$ cat src/rtl/eight_bit_cpu_core_macros.svh
// ----------------------------------------------------------------------------
// Assertion macros for the 8-bit core
// Shared concurrent check forms used by the core's modules.
// ----------------------------------------------------------------------------
`ifndef EIGHT_BIT_CPU_CORE_MACROS_SVH
`define EIGHT_BIT_CPU_CORE_MACROS_SVH

// Implication checked on every rising clock edge outside reset.
`define EBC_ASSERT_IMPL(label, ante, cons) \
  label: assert property (@(posedge clk) disable iff (rst) (ante) |-> (cons)) \
    else $error("assertion failed");

// Next-cycle implication checked outside reset.
`define EBC_ASSERT_NEXT(label, ante, cons) \
  label: assert property (@(posedge clk) disable iff (rst) (ante) |=> (cons)) \
    else $error("assertion failed");

`endif

$ cat src/rtl/ebc_pkg.sv
// ----------------------------------------------------------------------------
// ebc_pkg
// Types and constants shared by the 8-bit core modules.
// ----------------------------------------------------------------------------
package ebc_pkg;

  localparam logic [2:0] KIND_READ  = 3'd0;
  localparam logic [2:0] KIND_WRITE = 3'd1;
  localparam logic [2:0] KIND_NUM   = 3'd2;
  localparam logic [2:0] KIND_ASCII = 3'd3;
  localparam logic [2:0] KIND_HALT  = 3'd4;

  localparam logic [15:0] DATA_BASE = 16'h8000;
  localparam logic [15:0] SP_RESET  = 16'hFE00;

  localparam logic [2:0] PH_OPCODE = 3'd0;
  localparam logic [2:0] PH_DATA   = 3'd4;
  localparam logic [2:0] PH_POP2   = 3'd5;

  localparam logic [7:0] OP_HLT  = 8'h01;
  localparam logic [7:0] OP_LDI  = 8'h02;
  localparam logic [7:0] OP_LD   = 8'h03;
  localparam logic [7:0] OP_ST   = 8'h04;
  localparam logic [7:0] OP_MOV  = 8'h05;
  localparam logic [7:0] OP_ADD  = 8'h06;
  localparam logic [7:0] OP_ADC  = 8'h07;
  localparam logic [7:0] OP_AND  = 8'h08;
  localparam logic [7:0] OP_JMP  = 8'h09;
  localparam logic [7:0] OP_OUT  = 8'h0A;
  localparam logic [7:0] OP_CMP  = 8'h0B;
  localparam logic [7:0] OP_JZ   = 8'h0C;
  localparam logic [7:0] OP_JNN  = 8'h0D;
  localparam logic [7:0] OP_LDR  = 8'h0E;
  localparam logic [7:0] OP_STR  = 8'h0F;
  localparam logic [7:0] OP_LDP  = 8'h10;
  localparam logic [7:0] OP_STP  = 8'h11;
  localparam logic [7:0] OP_ADDP = 8'h12;
  localparam logic [7:0] OP_ADDI = 8'h13;
  localparam logic [7:0] OP_OUTP = 8'h14;
  localparam logic [7:0] OP_OUTC = 8'h15;
  localparam logic [7:0] OP_OR   = 8'h16;
  localparam logic [7:0] OP_NOT  = 8'h17;
  localparam logic [7:0] OP_XOR  = 8'h18;
  localparam logic [7:0] OP_JN   = 8'h19;
  localparam logic [7:0] OP_CALL = 8'h20;
  localparam logic [7:0] OP_RET  = 8'h21;

  // Operand byte count; 3'd7 marks an opcode that does not exist.
  localparam logic [2:0] CNT_NONE = 3'd7;

  typedef struct packed {
    logic [2:0]  kind;
    logic [15:0] address;
    logic [15:0] value;
  } access_t;

  // One captured input item handed from the front to the back part.
  typedef struct packed {
    logic [7:0] read_data;
    logic       kick;
  } item_t;

  function automatic logic [2:0] operand_count(input logic [7:0] op);
    logic [2:0] c;
    begin
      case (op)
        8'h00, OP_HLT, OP_RET: c = 3'd0;
        OP_MOV, OP_ADD, OP_ADC, OP_AND, OP_OUT, OP_LDR, OP_STR, OP_LDP,
        OP_STP, OP_OUTP, OP_OUTC, OP_OR, OP_NOT, OP_XOR: c = 3'd1;
        OP_LDI, OP_LD, OP_ST, OP_JMP, OP_CMP, OP_JZ, OP_JNN, OP_ADDI,
        OP_JN, OP_CALL: c = 3'd2;
        OP_ADDP: c = 3'd3;
        default: c = CNT_NONE;
      endcase
      return c;
    end
  endfunction

endpackage

$ cat src/rtl/ebc_front.sv
// ----------------------------------------------------------------------------
// ebc_front
// Input skid queue: takes reply bytes and holds up to two of them for the
// execute part, keeping the input ready while results drain, until full.
// ----------------------------------------------------------------------------
module ebc_front (
  input  logic           clk,
  input  logic           rst,
  input  logic           in_valid,
  output logic           in_ready,
  input  ebc_pkg::item_t in_item,
  output logic           q_valid,
  input  logic           q_ready,
  output ebc_pkg::item_t q_item
);
  import ebc_pkg::*;

  item_t      slot [2];
  logic       rd_ptr;
  logic       wr_ptr;
  logic [1:0] count;
  logic       push;
  logic       pop;

  assign in_ready = (count != 2'd2);
  assign q_valid  = (count != 2'd0);
  assign q_item   = slot[rd_ptr];
  assign push     = in_valid && in_ready;
  assign pop      = q_valid && q_ready;

  // Pointer and occupancy bookkeeping.
  always_ff @(posedge clk) begin
    if (rst) begin
      rd_ptr <= 1'b0;
      wr_ptr <= 1'b0;
      count  <= 2'd0;
    end else begin
      if (push) wr_ptr <= ~wr_ptr;
      if (pop) rd_ptr <= ~rd_ptr;
      count <= count + {1'b0, push} - {1'b0, pop};
    end
  end

  // Payload storage.
  always_ff @(posedge clk) begin
    if (push) slot[wr_ptr] <= in_item;
  end

  `include "eight_bit_cpu_core_macros.svh"

  `EBC_ASSERT_IMPL(a_no_overflow, count == 2'd2, !push)
  `EBC_ASSERT_IMPL(a_no_underflow, count == 2'd0, !pop)
  `EBC_ASSERT_NEXT(a_count_grows, push && !pop && count == 2'd0, count == 2'd1)

endmodule

$ cat src/rtl/ebc_back.sv
// ----------------------------------------------------------------------------
// ebc_back
// Execute part: decodes each byte against the fetch phase, updates the
// architectural state and plays out up to three accesses, one per ready cycle.
// ----------------------------------------------------------------------------
module ebc_back (
  input  logic              clk,
  input  logic              rst,
  input  logic              q_valid,
  output logic              q_ready,
  input  ebc_pkg::item_t    q_item,
  output logic              out_valid,
  input  logic              out_ready,
  output ebc_pkg::access_t  out_acc,
  output logic              out_last
);
  import ebc_pkg::*;

  logic [7:0]  regs [4];
  logic [3:0]  flags;
  logic [15:0] pc;
  logic [15:0] sp;
  logic [7:0]  opcode;
  logic [23:0] operands;
  logic [2:0]  phase;
  logic        stopped;

  // Result buffer: up to three accesses from one item.
  access_t     buf_acc [3];
  logic [1:0]  buf_num;
  logic [1:0]  buf_idx;

  // Next-state values.
  logic [7:0]  regs_next [4];
  logic [3:0]  flags_next;
  logic [15:0] pc_next;
  logic [15:0] sp_next;
  logic [7:0]  opcode_next;
  logic [23:0] operands_next;
  logic [2:0]  phase_next;
  logic        stopped_next;
  access_t     acc_next [3];
  logic [1:0]  num_next;

  logic        busy;
  logic        take;

  assign busy    = (buf_num != 2'd0);
  assign q_ready = !busy || (out_ready && (buf_idx == buf_num - 2'd1));
  assign take    = q_valid && q_ready;

  assign out_valid = busy;
  assign out_acc   = buf_acc[buf_idx];
  assign out_last  = busy && (buf_idx == buf_num - 2'd1);

  // Decode and execute one item.
  always_comb begin
    logic [7:0]  d;
    logic [7:0]  b0, b1, b2;
    logic [15:0] target, off16;
    logic [2:0]  cnt;
    logic [8:0]  sum9;
    logic [7:0]  ra, rb, rl;
    logic [16:0] sum17;
    logic [15:0] pair;
    logic [1:0]  pi;
    logic        run_exec;
    logic        do_fetch;

    d = q_item.read_data;
    b0     = '0;
    b1     = '0;
    b2     = '0;
    target = '0;
    off16  = '0;
    cnt    = '0;
    sum9   = '0;
    ra     = '0;
    rb     = '0;
    rl     = '0;
    sum17  = '0;
    pair   = '0;
    pi     = '0;
    for (int i = 0; i < 4; i++) regs_next[i] = regs[i];
    flags_next    = flags;
    pc_next       = pc;
    sp_next       = sp;
    opcode_next   = opcode;
    operands_next = operands;
    phase_next    = phase;
    stopped_next  = stopped;
    for (int i = 0; i < 3; i++) acc_next[i] = '0;
    num_next = 2'd0;
    run_exec = 1'b0;
    do_fetch = 1'b0;

    if (stopped) begin
      acc_next[0].kind = KIND_HALT;
      num_next = 2'd1;
    end else if (q_item.kick || phase > PH_POP2) begin
      phase_next = PH_OPCODE;
      operands_next = '0;
      do_fetch = 1'b1;
    end else if (phase == PH_OPCODE) begin
      opcode_next = d;
      operands_next = '0;
      cnt = operand_count(d);
      if (cnt == CNT_NONE || d == OP_HLT) begin
        stopped_next = 1'b1;
        acc_next[0].kind = KIND_HALT;
        num_next = 2'd1;
      end else if (cnt != 3'd0) begin
        phase_next = 3'd1;
        do_fetch = 1'b1;
      end else begin
        run_exec = 1'b1;
      end
    end else if (phase <= 3'd3) begin
      cnt = operand_count(opcode);
      case (phase)
        3'd1:    operands_next[7:0]   = d;
        3'd2:    operands_next[15:8]  = d;
        default: operands_next[23:16] = d;
      endcase
      if (cnt != CNT_NONE && phase < cnt) begin
        phase_next = phase + 3'd1;
        do_fetch = 1'b1;
      end else begin
        run_exec = 1'b1;
      end
    end else if (phase == PH_DATA) begin
      if (opcode == OP_RET) begin
        operands_next = {16'h0, d};
        sp_next = sp + 16'd1;
        phase_next = PH_POP2;
        acc_next[0].kind = KIND_READ;
        acc_next[0].address = sp + 16'd1;
        num_next = 2'd1;
      end else begin
        if (opcode == OP_LD) regs_next[operands[7:6]] = d;
        else if (opcode == OP_LDR) regs_next[operands[3:2]] = d;
        else if (opcode == OP_LDP) regs_next[operands[5:4]] = d;
        phase_next = PH_OPCODE;
        do_fetch = 1'b1;
      end
    end else begin
      pc_next = {operands[7:0], d};
      phase_next = PH_OPCODE;
      do_fetch = 1'b1;
    end

    // Instruction execution with the complete operand set.
    if (run_exec) begin
      b0 = operands_next[7:0];
      b1 = operands_next[15:8];
      b2 = operands_next[23:16];
      target = {1'b0, b0[6:0], b1};
      off16  = DATA_BASE + {2'b0, b0[5:0], b1};
      pi = {b0[0], 1'b0};
      pair = {regs[pi], regs[pi + 2'd1]};
      ra = regs[b0[1:0]];
      rb = regs[b0[3:2]];
      phase_next = PH_OPCODE;
      do_fetch = 1'b1;
      case (opcode_next)
        OP_LDI: regs_next[b0[1:0]] = b1;
        OP_LD: begin
          phase_next = PH_DATA;
          do_fetch = 1'b0;
          acc_next[0].kind = KIND_READ;
          acc_next[0].address = off16;
          num_next = 2'd1;
        end
        OP_ST: begin
          acc_next[0].kind = KIND_WRITE;
          acc_next[0].address = off16;
          acc_next[0].value = {8'h0, regs[b0[7:6]]};
          num_next = 2'd1;
        end
        OP_MOV: regs_next[b0[3:2]] = ra;
        OP_ADD, OP_ADC, OP_ADDI: begin
          if (opcode_next == OP_ADDI) begin
            sum9 = {1'b0, ra} + {1'b0, b1};
            flags_next[3] = (ra[7] == b1[7]) && (ra[7] != sum9[7]);
            regs_next[b0[1:0]] = sum9[7:0];
          end else begin
            sum9 = {1'b0, rb} + {1'b0, ra} +
                   {8'h0, (opcode_next == OP_ADC) && flags[0]};
            flags_next[3] = (rb[7] == ra[7]) && (rb[7] != sum9[7]);
            regs_next[b0[5:4]] = sum9[7:0];
          end
          flags_next[1] = (sum9[7:0] == 8'h0);
          flags_next[2] = sum9[7];
          flags_next[0] = sum9[8];
        end
        OP_AND, OP_OR, OP_NOT, OP_XOR: begin
          case (opcode_next)
            OP_AND:  rl = ra & rb;
            OP_OR:   rl = ra | rb;
            OP_XOR:  rl = ra ^ rb;
            default: rl = ~ra;
          endcase
          regs_next[b0[5:4]] = rl;
          flags_next[1] = (rl == 8'h0);
          flags_next[2] = rl[7];
        end
        OP_JMP: pc_next = target;
        OP_OUT, OP_OUTC: begin
          acc_next[0].kind = (opcode_next == OP_OUT) ? KIND_NUM : KIND_ASCII;
          acc_next[0].value = {8'h0, ra};
          num_next = 2'd1;
        end
        OP_CMP: begin
          rl = ra - b1;
          flags_next[1] = (rl == 8'h0);
          flags_next[2] = rl[7];
        end
        OP_JZ:  if (flags[1]) pc_next = target;
        OP_JNN: if (!flags[2]) pc_next = target;
        OP_JN:  if (flags[2]) pc_next = target;
        OP_LDR: begin
          phase_next = PH_DATA;
          do_fetch = 1'b0;
          acc_next[0].kind = KIND_READ;
          acc_next[0].address = DATA_BASE + {8'h0, ra};
          num_next = 2'd1;
        end
        OP_STR: begin
          acc_next[0].kind = KIND_WRITE;
          acc_next[0].address = DATA_BASE + {8'h0, ra};
          acc_next[0].value = {8'h0, rb};
          num_next = 2'd1;
        end
        OP_LDP: begin
          phase_next = PH_DATA;
          do_fetch = 1'b0;
          acc_next[0].kind = KIND_READ;
          acc_next[0].address = pair + DATA_BASE;
          num_next = 2'd1;
        end
        OP_STP: begin
          acc_next[0].kind = KIND_WRITE;
          acc_next[0].address = pair + DATA_BASE;
          acc_next[0].value = {8'h0, regs[b0[5:4]]};
          num_next = 2'd1;
        end
        OP_ADDP: begin
          sum17 = {1'b0, pair} + {1'b0, b1, b2};
          regs_next[pi] = sum17[15:8];
          regs_next[pi + 2'd1] = sum17[7:0];
          flags_next[1] = (sum17[15:0] == 16'h0);
          flags_next[2] = sum17[15];
          flags_next[0] = sum17[16];
        end
        OP_OUTP: begin
          acc_next[0].kind = KIND_NUM;
          acc_next[0].value = pair;
          num_next = 2'd1;
        end
        OP_CALL: begin
          acc_next[0].kind = KIND_WRITE;
          acc_next[0].address = sp;
          acc_next[0].value = {8'h0, pc[7:0]};
          acc_next[1].kind = KIND_WRITE;
          acc_next[1].address = sp - 16'd1;
          acc_next[1].value = {8'h0, pc[15:8]};
          num_next = 2'd2;
          sp_next = sp - 16'd2;
          pc_next = target;
        end
        OP_RET: begin
          phase_next = PH_DATA;
          do_fetch = 1'b0;
          sp_next = sp + 16'd1;
          acc_next[0].kind = KIND_READ;
          acc_next[0].address = sp + 16'd1;
          num_next = 2'd1;
        end
        default: ;
      endcase
    end

    // Closing fetch at the program counter.
    if (do_fetch) begin
      acc_next[num_next].kind = KIND_READ;
      acc_next[num_next].address = pc_next;
      acc_next[num_next].value = 16'h0;
      num_next = num_next + 2'd1;
      pc_next = pc_next + 16'd1;
    end
  end

  // Architectural state and result sequencing.
  always_ff @(posedge clk) begin
    if (rst) begin
      for (int i = 0; i < 4; i++) regs[i] <= 8'h0;
      flags    <= 4'h0;
      pc       <= 16'h0;
      sp       <= SP_RESET;
      opcode   <= 8'h0;
      operands <= 24'h0;
      phase    <= PH_OPCODE;
      stopped  <= 1'b0;
      buf_num  <= 2'd0;
      buf_idx  <= 2'd0;
    end else if (take) begin
      for (int i = 0; i < 4; i++) regs[i] <= regs_next[i];
      flags    <= flags_next;
      pc       <= pc_next;
      sp       <= sp_next;
      opcode   <= opcode_next;
      operands <= operands_next;
      phase    <= phase_next;
      stopped  <= stopped_next;
      buf_num  <= num_next;
      buf_idx  <= 2'd0;
    end else if (busy && out_ready) begin
      if (out_last) buf_num <= 2'd0;
      else buf_idx <= buf_idx + 2'd1;
    end
  end

  // Result payload.
  always_ff @(posedge clk) begin
    if (take) begin
      for (int i = 0; i < 3; i++) buf_acc[i] <= acc_next[i];
    end
  end

  `include "eight_bit_cpu_core_macros.svh"

  `EBC_ASSERT_IMPL(a_idx_in_range, busy, buf_idx < buf_num)
  `EBC_ASSERT_NEXT(a_take_loads, take, buf_num != 2'd0 && buf_idx == 2'd0)
  `EBC_ASSERT_NEXT(a_stop_sticky, stopped, stopped)

endmodule

$ cat src/rtl/eight_bit_cpu_core.sv
// ----------------------------------------------------------------------------
// eight_bit_cpu_core
// Small 8-bit processor core driven by memory reply bytes.
// ----------------------------------------------------------------------------
// Each input transaction is a byte answering the last read request, or a
// kick; the core answers with one to three access transactions, the final
// one flagged by tlast. A two-entry input queue decouples intake from the
// execute part, which takes a new input when idle or as the last result of
// the previous input is accepted, so the single result port of the execute
// part paces intake.
module eight_bit_cpu_core (
  input  logic        clk,
  input  logic        rst,
  input  logic        s_tvalid,
  output logic        s_tready,
  input  logic [7:0]  s_tdata,   // [7:0] read_data
  input  logic        s_tuser,   // [0] kick
  output logic        m_tvalid,
  input  logic        m_tready,
  output logic [39:0] m_tdata,   // [2:0] access_kind, [18:3] address,
                                 // [34:19] value, [39:35] zero
  output logic        m_tlast
);
  import ebc_pkg::*;

  item_t   in_item;
  item_t   q_item;
  logic    q_valid;
  logic    q_ready;
  access_t acc;

  assign in_item.read_data = s_tdata;
  assign in_item.kick      = s_tuser;

  ebc_front u_front (
    .clk      (clk),
    .rst      (rst),
    .in_valid (s_tvalid),
    .in_ready (s_tready),
    .in_item  (in_item),
    .q_valid  (q_valid),
    .q_ready  (q_ready),
    .q_item   (q_item)
  );

  ebc_back u_back (
    .clk       (clk),
    .rst       (rst),
    .q_valid   (q_valid),
    .q_ready   (q_ready),
    .q_item    (q_item),
    .out_valid (m_tvalid),
    .out_ready (m_tready),
    .out_acc   (acc),
    .out_last  (m_tlast)
  );

  assign m_tdata = {5'b0, acc.value, acc.address, acc.kind};

endmodule

$ cat config.mk
export PLATFORM = sky130hd
export DESIGN_NAME = eight_bit_cpu_core
export DESIGN_NICKNAME = d
export VERILOG_FILES = /design/src/rtl/ebc_pkg.sv /design/src/rtl/ebc_front.sv /design/src/rtl/ebc_back.sv /design/src/rtl/eight_bit_cpu_core.sv
export VERILOG_INCLUDE_DIRS = /design/src /design/src/rtl
export SDC_FILE = /design/constraint.sdc
export NUM_CORES = 1
export LEC_CHECK = 0
export ABC_AREA = 1
export BUFFER_PORTS_ARGS = -buffer_cell sky130_fd_sc_hd__buf_4
export CORE_UTILIZATION = 38
export CTS_CLUSTER_DIAMETER = 30
export CTS_CLUSTER_SIZE = 40
export DETAILED_ROUTE_END_ITERATION = 10
export GPL_TIMING_DRIVEN = 1
export PLACE_DENSITY = 0.51
export SETUP_SLACK_MARGIN = 0.5
export SLEW_MARGIN = 10
export SYNTH_ARGS = -nofsm -noshare
export SYNTH_HDL_FRONTEND = slang
export SYNTH_SLANG_ARGS = --single-unit
$ cat constraint.sdc
create_clock -name clk -period 4.95 [get_ports clk]
set_input_delay 0.2475 -clock clk [delete_from_list [all_inputs] [get_ports clk]]
set_output_delay 0.2475 -clock clk [all_outputs]
set_load 0.005 [all_outputs]
### Word level (Yosys, flattened, before mapping)

Memory sizes are Yosys's and may differ from the RTL's. A register that Yosys moved wholly into a read port is not among the register bits.
Cells that the tools add are included.

| cells by class | value |
|---|---|
| add/sub/neg operators | 19 |
| magnitude comparators | 21 |
| equal/unequal tests | 42 |
| bitwise gates (word level) | 20 |
| reduce and logical (&&, ||, !) cells | 51 |
| mux-type cells | 175 |

Operators by type and width:

| operator | count |
|---|---|
| 32-bit 2-to-1 mux | 12 |
| 16-bit 2-to-1 mux | 21 |
| 32-bit bitwise mux | 10 |
| 105-bit bitwise mux | 3 |
| 35-bit demux with 2-bit select | 3 |
| 8-bit 2-to-1 mux | 20 |
| 32-bit one-hot mux with 5 select lines | 1 |
| 24-bit 2-to-1 mux | 6 |
| 8-bit demux with 2-bit select | 8 |
| 105-bit 2-to-1 mux | 1 |
| 16-bit one-hot mux with 6 select lines | 1 |
| 8-bit by 5-bit equality test with 1-bit output, second input constant | 11 |
| 16-bit one-hot mux with 5 select lines | 1 |
| 8-bit by 4-bit equality test with 1-bit output, second input constant | 9 |
| 70-bit 2-to-1 mux | 1 |
| 3-bit 2-to-1 mux | 23 |
| 16-bit one-hot mux with 4 select lines | 1 |
| 19-bit 2-to-1 mux | 3 |
| 1-bit 2-to-1 mux | 35 |
| 35-bit 2-to-1 mux | 1 |
| 33-bit 2-to-1 mux | 1 |
| 16-bit by 1-bit adder with 16-bit output, second input constant | 2 |
| 8-bit by 3-bit equality test with 1-bit output, second input constant | 4 |
| 16-bit one-hot mux with 2 select lines | 1 |
| 62 further kinds | 149 |

| word-level totals | value |
|---|---|
| memory bits (writable) | 155 |
| word-level logic and storage cells | 346 |
| register bits after elaboration | 79 |
| ROM bits | 384 |
| bits of input ports | 13 |
| memories kept | 5 |
| output and inout port bits | 43 |

Memory list:

| name | depth | width | read ports | clocked after memory_dff | wr ports | RTL line | source |
|---|---|---|---|---|---|---|---|
| (name not given) | 64 | 3 | 1 | 0 | 0 | ebc_pkg.sv:66 | `case (op)` |
| (name not given) | 64 | 3 | 1 | 1 | 0 | ebc_pkg.sv:66 |  |
| u_back.buf_acc | 3 | 35 | 1 | 1 | 3 | ebc_back.sv:29 | `access_t buf_acc [3];` |
| u_back.regs | 4 | 8 | 10 | 0 | 4 | ebc_back.sv:19 | `logic [7:0] regs [4];` |
| u_front.slot | 2 | 9 | 1 | 1 | 1 | ebc_front.sv:18 | `item_t slot [2];` |

### Depth between registers and ports, before layout

Gate-level depths: netlist of run 1.

| depth | value |
|---|---|
| depth in word-level cells | 23 |
| depth in mapped cells | 35 |
| gate-level depth less buffers | 33 |

### Modules after synthesis

A second synthesis of run 1 with hierarchy kept.

| unflattened totals | value |
|---|---|
| cell total of the unflattened synthesis | 3,349 |
| area total of the unflattened synthesis | 21,282.9 sq um |

Modules (own cells, without submodules):

| module | times used | area an instance (sq um) | cells an instance | seq. area each (sq um) |
|---|---|---|---|---|
| ebc_back | 1 | 20,290.7 | 3,278 | 4,844.6 |
| ebc_front | 1 | 950.9 | 65 | 640.6 |
| eight_bit_cpu_core | 1 | 41.3 | 6 | 0.0 |

### Worst setup path before layout of run 1

No wires, ideal clock.

| timing path | value |
|---|---|
| kind | flip-flop to flip-flop |
| start | register u_back.buf_num[0] |
| end | memory u_back.regs[0][0], enable pin |
| stages on the path, launching flop included | 12 |
| path buffers | 2 |
| setup slack | 0.039 ns |
| data required time | 4.541 ns |
| arrival time | 4.502 ns |
| library setup time | 0.409 ns |
| period minus slack after synthesis | 4.911 ns |
| cell sequence | dfxtp_1 -> inv_1 -> ha_1 -> xor2_1 -> nand3_1 -> o21ai_0 -> o21ai_0 -> inv_1 -> nor2_1 -> inv_1 -> clkbuf_1 -> clkbuf_1 |

RTL lines:

| what | RTL line | source |
|---|---|---|
| start: declaration | ebc_back.sv:30 | `logic [1:0] buf_num;` |
| start signal: assignment | ebc_back.sv:315 | `buf_num <= num_next;` |
| end: declaration | ebc_back.sv:19 |  |

==> impl_metrics.tcl, run 1 <==
set metrics [dict create \
    syn_to_final_growth_pct 26.7 \
    relSlewSlack_pct 23.4 \
    via_count 27700 \
    die_y_um 244 \
    outcome "completed" \
    first_iter_violations 3582 \
    grtUsageTotal_pct 40.1 \
    combPwrFrac_pct 55.6 \
    peakVddDrop_v 0.000404 \
    wl_per_cell_um 27.0 \
    ys_top_cells_by_area "edfxtp_1, nand2_1, dfxtp_1" \
    synth-edff-count 126 \
    required_ns 5.32 \
    die_area_um2 59600 \
    antenna_found_initial 2 \
    io_pins 56 \
    worstSetupEndpointType "register" \
    drt_wl_total_mm 123 \
    grt_pass1_wl_mm 175 \
    fin_nets 3808 \
    maxCapViolations 0 \
    first_global_vias 25800 \
    cts_tree "yes" \
    pwr-share-seq_pct 17.5 \
    cts_sinks 211 \
    fillers 5943 \
    clockPowerShare_pct 26.9 \
    crit_top_cell "nand2_2" \
    finalClockSkew_ns 0.0341 \
    period_share_pct 89.8 \
    hold_class "in -> reg" \
    yosysWarningCount 0 \
    start_util_pct 38.6 \
    drive_gt1_share_pct 19.6 \
    ant_nets 0 \
    synth_top_area_share_pct 17.0 \
    hpwlAfterDp_mm 92.6 \
    max_stage_delay_ns 0.38 \
    rsz0062_at_grt "yes" \
    fin_total_pwr_mw 17.5 \
    cts_root_buffer "clkbuf_16" \
    syn_area_per_cell_um2 6.35 \
    syn_area_um2 22300 \
    num_rows 88 \
    cts-buffers-inserted 72 \
    placeableCoreArea_um2 57800 \
    drv_slew 0 \
    cp_max_fo 15 \
    fin_crit_ns 4.45 \
    start_kind "register" \
    ys_ff_latch 211 \
    io_buffer_count 50 \
    fin_cells 4551 \
    p_leak_nw 12.5 \
    max_slew.worst_pin.slew_ns 1.14 \
    cts_htree_levels 3 \
    die_w_um 244 \
    clk_path_buf_depth 3 \
    path_class "reg -> reg" \
    clkTransAtPathRegs_ns 0.04 \
    grt_max_degree 63 \
    synth.distinct_cells 72 \
    cpMaxStageDelayCell "fa_2" \
    fmax_ghz 0.225 \
    via_per_inst 6.08 \
    place_inst 4344 \
    powerDensity_nw_per_um2 621 \
    sw_frac_of_total_pct 49.4 \
    overflow 0 \
    clk_latency_ns 0.63 \
    seq_area_um2 5490 \
    p_int_mw 8.88 \
    final_util_pct 48.9 \
    globalplace.congestion 1.07 \
    yosysSeqAreaShare_pct 24.6 \
    synth_top_area_cell "edfxtp_1" \
    synthFlopType "edfxtp_1" \
    multiInputGateArea_um2 15100 \
    tns_ns 0 \
    remaining_drc_errors 0 \
    hold_viol 0 \
    async_reset_ff_share_pct 0 \
    finalSetupViolations 0 \
    p_switching_mw 8.67 \
    syn_inst 3512 \
    dr.pass1.iters 6 \
    arrival_ns 4.82 \
]
## stage by stage
step | hold slack [ns] | cell area [um2] | worst slack [ns]
finish | 0.264 | 28300 | 0.503
CTS | 0.210 | 27400 | 0.483
floorplan | 0.346 | 22400 | 0.533
detailed placement | 0.435 | 24300 | -0.191
global placement | 0.432 | 24300 | -0.192
global route | 0.294 | 28300 | 0.287
## timing repair
item,in CTS,in global routing
gates resized for setup,49,151
hold endpoints to repair,26,0
buffers inserted,34,25
pin swaps,26,64
hold buffers,11,0
setup endpoints to repair,28,79
gates cloned,1,1
## logic make-up after synthesis
| logic type | synth area share, % |
|---|---|
| buf+inv | 11.5 |
| simple gates | 32.5 |
| fa+ha+maj | 4.10 |
| other cells | 0.0168 |
| flops | 24.6 |
| xor+xnor | 2.67 |
| compound gates | 24.7 |
## state kept, by name, summed over array words and instances, names as in the netlist, named ones only
signal and flops:
u_back.flags 3, u_back.stopped 1, u_back.buf_idx 2, u_back.opcode 8, u_back.sp 16, u_front.wr_ptr 1, u_front.slot 18, u_back.buf_acc 76
u_front.count 2, u_back.pc 16, u_back.buf_num 2, u_back.operands 24, u_front.rd_ptr 1, u_back.phase 3, u_back.regs 32
## cells in the final DEF (no fill, tap or decap), types with 26 or more instances in the layout
cell,count
nand2_2,59
edfxtp_1,126
o21ai_0,275
ha_1,50
a21oi_1,189
nand3_1,208
inv_1,336
buf_4,290
o211ai_1,109
dfxtp_1,82
nor2_1,307
clkbuf_16,73
nor3_1,26
xor2_1,59
nand4_1,35
nand2_1,886
o22ai_1,67
inv_2,50
o21ai_1,40
a22oi_1,55
a31oi_1,51
## critical path, delay by kind of cell, from the launching register on
| kind | cells | cell delay (ns) |
|---|---|---|
| fa+ha+maj | 3 | 0.77 |
| buf+inv | 6 | 0.65 |
| xor+xnor | 1 | 0.16 |
| compound gates | 4 | 0.42 |
| simple gates | 18 | 1.82 |
| flops | 1 | 0.36 |
## power groups by stage
stage,logic (mW),registers (mW),clock network (mW)
4_1_cts,8.95,3.02,4.77
5_1_grt,10.3,3.08,4.88
6_report,9.75,3.07,4.73
3_5_place_dp,8.64,3.04,0
3_3_place_gp,8.61,3.03,0
2_1_floorplan,5.11,2.77,0
## layer usage
metal | routed length (um) | vias up | GRT usage, % | part of all wire [%]
li1 | - | 12400 | - | -
met2 | 53300 | 1744 | 62.5 | 43
met3 | 11700 | 444 | 7.14 | 9.5
met1 | 47000 | 13100 | 49.8 | 38
met4 | 10600 | 0 | 29.0 | 8.7
met5 | 0 | - | 0 | 0
## synth_stat cells, types with 42 or more instances
cell type,instances
xor2_1,63
nor2_1,316
a22oi_1,58
ha_1,65
o21ai_0,301
o211ai_1,109
nand2_1,913
dfxtp_1,85
inv_1,361
clkbuf_1,100
nand3_1,218
buf_2,46
a21oi_1,202
edfxtp_1,126
nand2_2,42
o22ai_1,71
a31oi_1,52
## worst paths after layout
| path | slack (ns) | endpoint | depth (start not counted) | startpoint |
|---|---|---|---|---|
| max | 0.50 | u_back.regs[0][6] | 32 | u_back.phase[1] |
| min | 0.26 | u_front.wr_ptr | 5 | s_tvalid |
| max reg2reg | 0.50 | u_back.regs[0][6] | 32 | u_back.phase[1] |
| min reg2reg | 0.49 | u_front.rd_ptr | 1 | u_front.rd_ptr |
## cell type report
cell class                 instances  share of cell area (%)
antenna                            1                 0.00886
clock buffer                      95                    7.07
clock inverter                    39                    1.96
inverter                         414                    5.72
multi-input combinational       2704                    53.3
sequential                       211                    19.4
tap                              765                    3.39
timing repair buffer             322                    9.07
(Power assumes the default switching activity.)
==> run 2: changes to the inputs <==
--- a/config.mk
+++ b/config.mk
@@ -8,12 +8,12 @@
 export LEC_CHECK = 0
 export ABC_AREA = 1
 export BUFFER_PORTS_ARGS = -buffer_cell sky130_fd_sc_hd__buf_4
-export CORE_UTILIZATION = 38
+export CORE_UTILIZATION = 25
 export CTS_CLUSTER_DIAMETER = 30
 export CTS_CLUSTER_SIZE = 40
 export DETAILED_ROUTE_END_ITERATION = 10
 export GPL_TIMING_DRIVEN = 1
-export PLACE_DENSITY = 0.51
+export PLACE_DENSITY = 0.36
 export SETUP_SLACK_MARGIN = 0.5
 export SLEW_MARGIN = 10
 export SYNTH_ARGS = -nofsm -noshare
==> constraint.sdc (replaced) <==
create_clock -name clk -period 4.95 [get_ports clk]
set_input_delay 1.2375 -clock clk [delete_from_list [all_inputs] [get_ports clk]]
set_output_delay 1.2375 -clock clk [all_outputs]
set_load 0.005 [all_outputs]
==> run 2 against run 1 <==
Net effect:
- sequential power about the same
- cell count rose by 9.6%
- critical path depth fell by 3
- non-clock buffer count grew 33
- worst hold slack improved by 0.21 ns
- count of clock-buffer cells in the layout grew 1
- clock power up 1%
- maximum frequency decreased by 0.77%
- clock skew grew 0.019 ns
- via count fell by 4.0%
- global-route usage shrank 12 points
- highest routed layer unchanged
==> impl_metrics.tcl, run 2 (same netlist as run 1, synthesis figures left out) <==
set metrics [dict create \
    dr.pass1.iters 8 \
    period_share_pct 90.5 \
    required_ns 5.32 \
    syn_to_final_growth_pct 30.0 \
    tns_ns 0 \
    remaining_drc_errors 0 \
    grt_max_degree 61 \
    io_buffer_count 50 \
    rsz0062_at_grt "yes" \
    via_count 26600 \
    clk_latency_ns 0.65 \
    multiInputGateArea_um2 15000 \
    grtUsageTotal_pct 28.2 \
    cts-buffers-inserted 74 \
    wl_per_cell_um 26.0 \
    start_kind "register" \
    combPwrFrac_pct 56.1 \
    die_y_um 301 \
    hold_buffers 0 \
    finalClockSkew_ns 0.0531 \
    sw_frac_of_total_pct 49.3 \
    hold_class "reg -> reg" \
    die_w_um 301 \
    drt_wl_total_mm 130 \
    layout_commonest_cell "nand2_1" \
    antenna_found_initial 1 \
    clkTransAtPathRegs_ns 0.04 \
    arrival_ns 4.85 \
    crit_top_cell "buf_4" \
    p_leak_nw 12.7 \
    cts_sinks 211 \
    relSlewSlack_pct 25.5 \
    fillers 9850 \
    via_per_inst 5.33 \
    outcome "completed" \
    largest_register_ffs 76 \
    first_global_vias 25700 \
    clockPowerShare_pct 26.9 \
    fin_total_pwr_mw 17.8 \
    hold_viol 0 \
    fin_crit_ns 4.48 \
    cpMaxStageDelayCell "dfxtp_4" \
    p_switching_mw 8.78 \
    clk_path_buf_depth 3 \
    worstSetupEndpointType "register" \
    seq_area_um2 5490 \
    reg_top3 "u_back.buf_acc: 76 flops, u_back.regs: 32 flops, u_back.operands: 24 flops" \
    start_util_pct 25.2 \
    grt_pass1_wl_mm 185 \
    cp_max_fo 9 \
    overflow 0 \
    fmax_ghz 0.223 \
    path_class "reg -> reg" \
    cts_root_buffer "clkbuf_16" \
    die_area_um2 90400 \
    p_int_mw 9.04 \
    fin_nets 3842 \
    finalSetupViolations 0 \
    crit_buf_inv 11 \
    cts_htree_levels 3 \
    peakVddDrop_v 0.000298 \
    num_rows 109 \
    placeableCoreArea_um2 88400 \
    final_cell_mix "nand2_1, inv_1, buf_4" \
    pwr-share-seq_pct 17.1 \
    powerDensity_nw_per_um2 615 \
    ant_nets 0 \
    max_stage_delay_ns 0.37 \
    critPathTopFamily "simple AND/OR/NAND/NOR gates" \
    cts_tree "yes" \
    globalplace.congestion 0.972 \
    max_slew.worst_pin.slew_ns 1.11 \
    drive_gt1_share_pct 20.5 \
    io_pins 56 \
    maxCapViolations 0 \
    hpwlAfterDp_mm 100 \
    regMostFlops "u_back.buf_acc" \
    first_iter_violations 2542 \
    drv_slew 0 \
]
-- run 2: cell types whose count changed in the layout (fill, tap and decap cells not counted), moves of 5 or more --
cell / change
inv_2: -5
clkinv_2: +11
buf_4: +41
clkinv_1: -7
dlygate4sd3_1: -11
inv_1: +7
-- run 2: cell type report --
type	instances	area share, %
Antenna cell	1	0.00863
Multi-Input combinational cell	2703	51.7
Clock inverter	42	1.97
Timing Repair Buffer	355	9.79
Sequential cell	211	19.0
Tap cell	1165	5.03
Inverter	414	5.60
Clock buffer	96	6.99
-- run 2: power groups by stage --
stage | sequential (mW) | clock, mW | combinational (mW)
finish | 3.04 | 4.79 | 9.99
global route | 3.07 | 4.98 | 10.6
CTS | 3.02 | 4.88 | 9.38
detailed placement | 3.04 | 0 | 9.00
global placement | 3.05 | 0 | 9.08
floorplan | 2.77 | 0 | 5.11
-- run 2: final timing paths --
kind                                      start           endpoint  slack [ns]  depth (start not counted)
worst max register to register  u_back.phase[0]  u_back.regs[3][7]        0.47                         29
worst max-delay path            u_back.phase[0]  u_back.regs[3][7]        0.47                         29
worst min register to register   u_front.rd_ptr     u_front.rd_ptr        0.48                          1
worst min-delay path             u_front.rd_ptr     u_front.rd_ptr        0.48                          1
-- run 2: repair_timing --
| item | in CTS | in global routing |
|---|---|---|
| setup buffers | 39 | 27 |
| setup endpoints to repair | 55 | 81 |
| gates cloned | 1 | 0 |
| gates resized for setup | 64 | 126 |
| pin swaps | 20 | 66 |
-- run 2: metrics by stage --
stage | instances | hold WS (ns) | setup WS [ns] | instance area (um2) | utilization, %
3_3_place_gp | 4781 | 0.462 | 0.00858 | 25100 | 28.4
4_1_cts | 4959 | 0.478 | 0.440 | 28300 | 32.0
3_5_place_dp | 4781 | 0.466 | 0.00678 | 25100 | 28.4
2_1_floorplan | 3516 | 0.439 | 0.533 | 22400 | -
6_report | 4987 | 0.475 | 0.469 | 29000 | 32.8
5_1_grt | 4986 | 0.488 | 0.273 | 29000 | 32.8
-- run 2: metal layers --
metal / share of wire (%) / vias up / track usage [%]
met5: 0 / - / 0
met4: 5.6 / 0 / 14.5
met3: 6.3 / 274 / 4.79
met2: 44 / 1101 / 44.8
met1: 44 / 12700 / 36.6
li1: - / 12500 / -
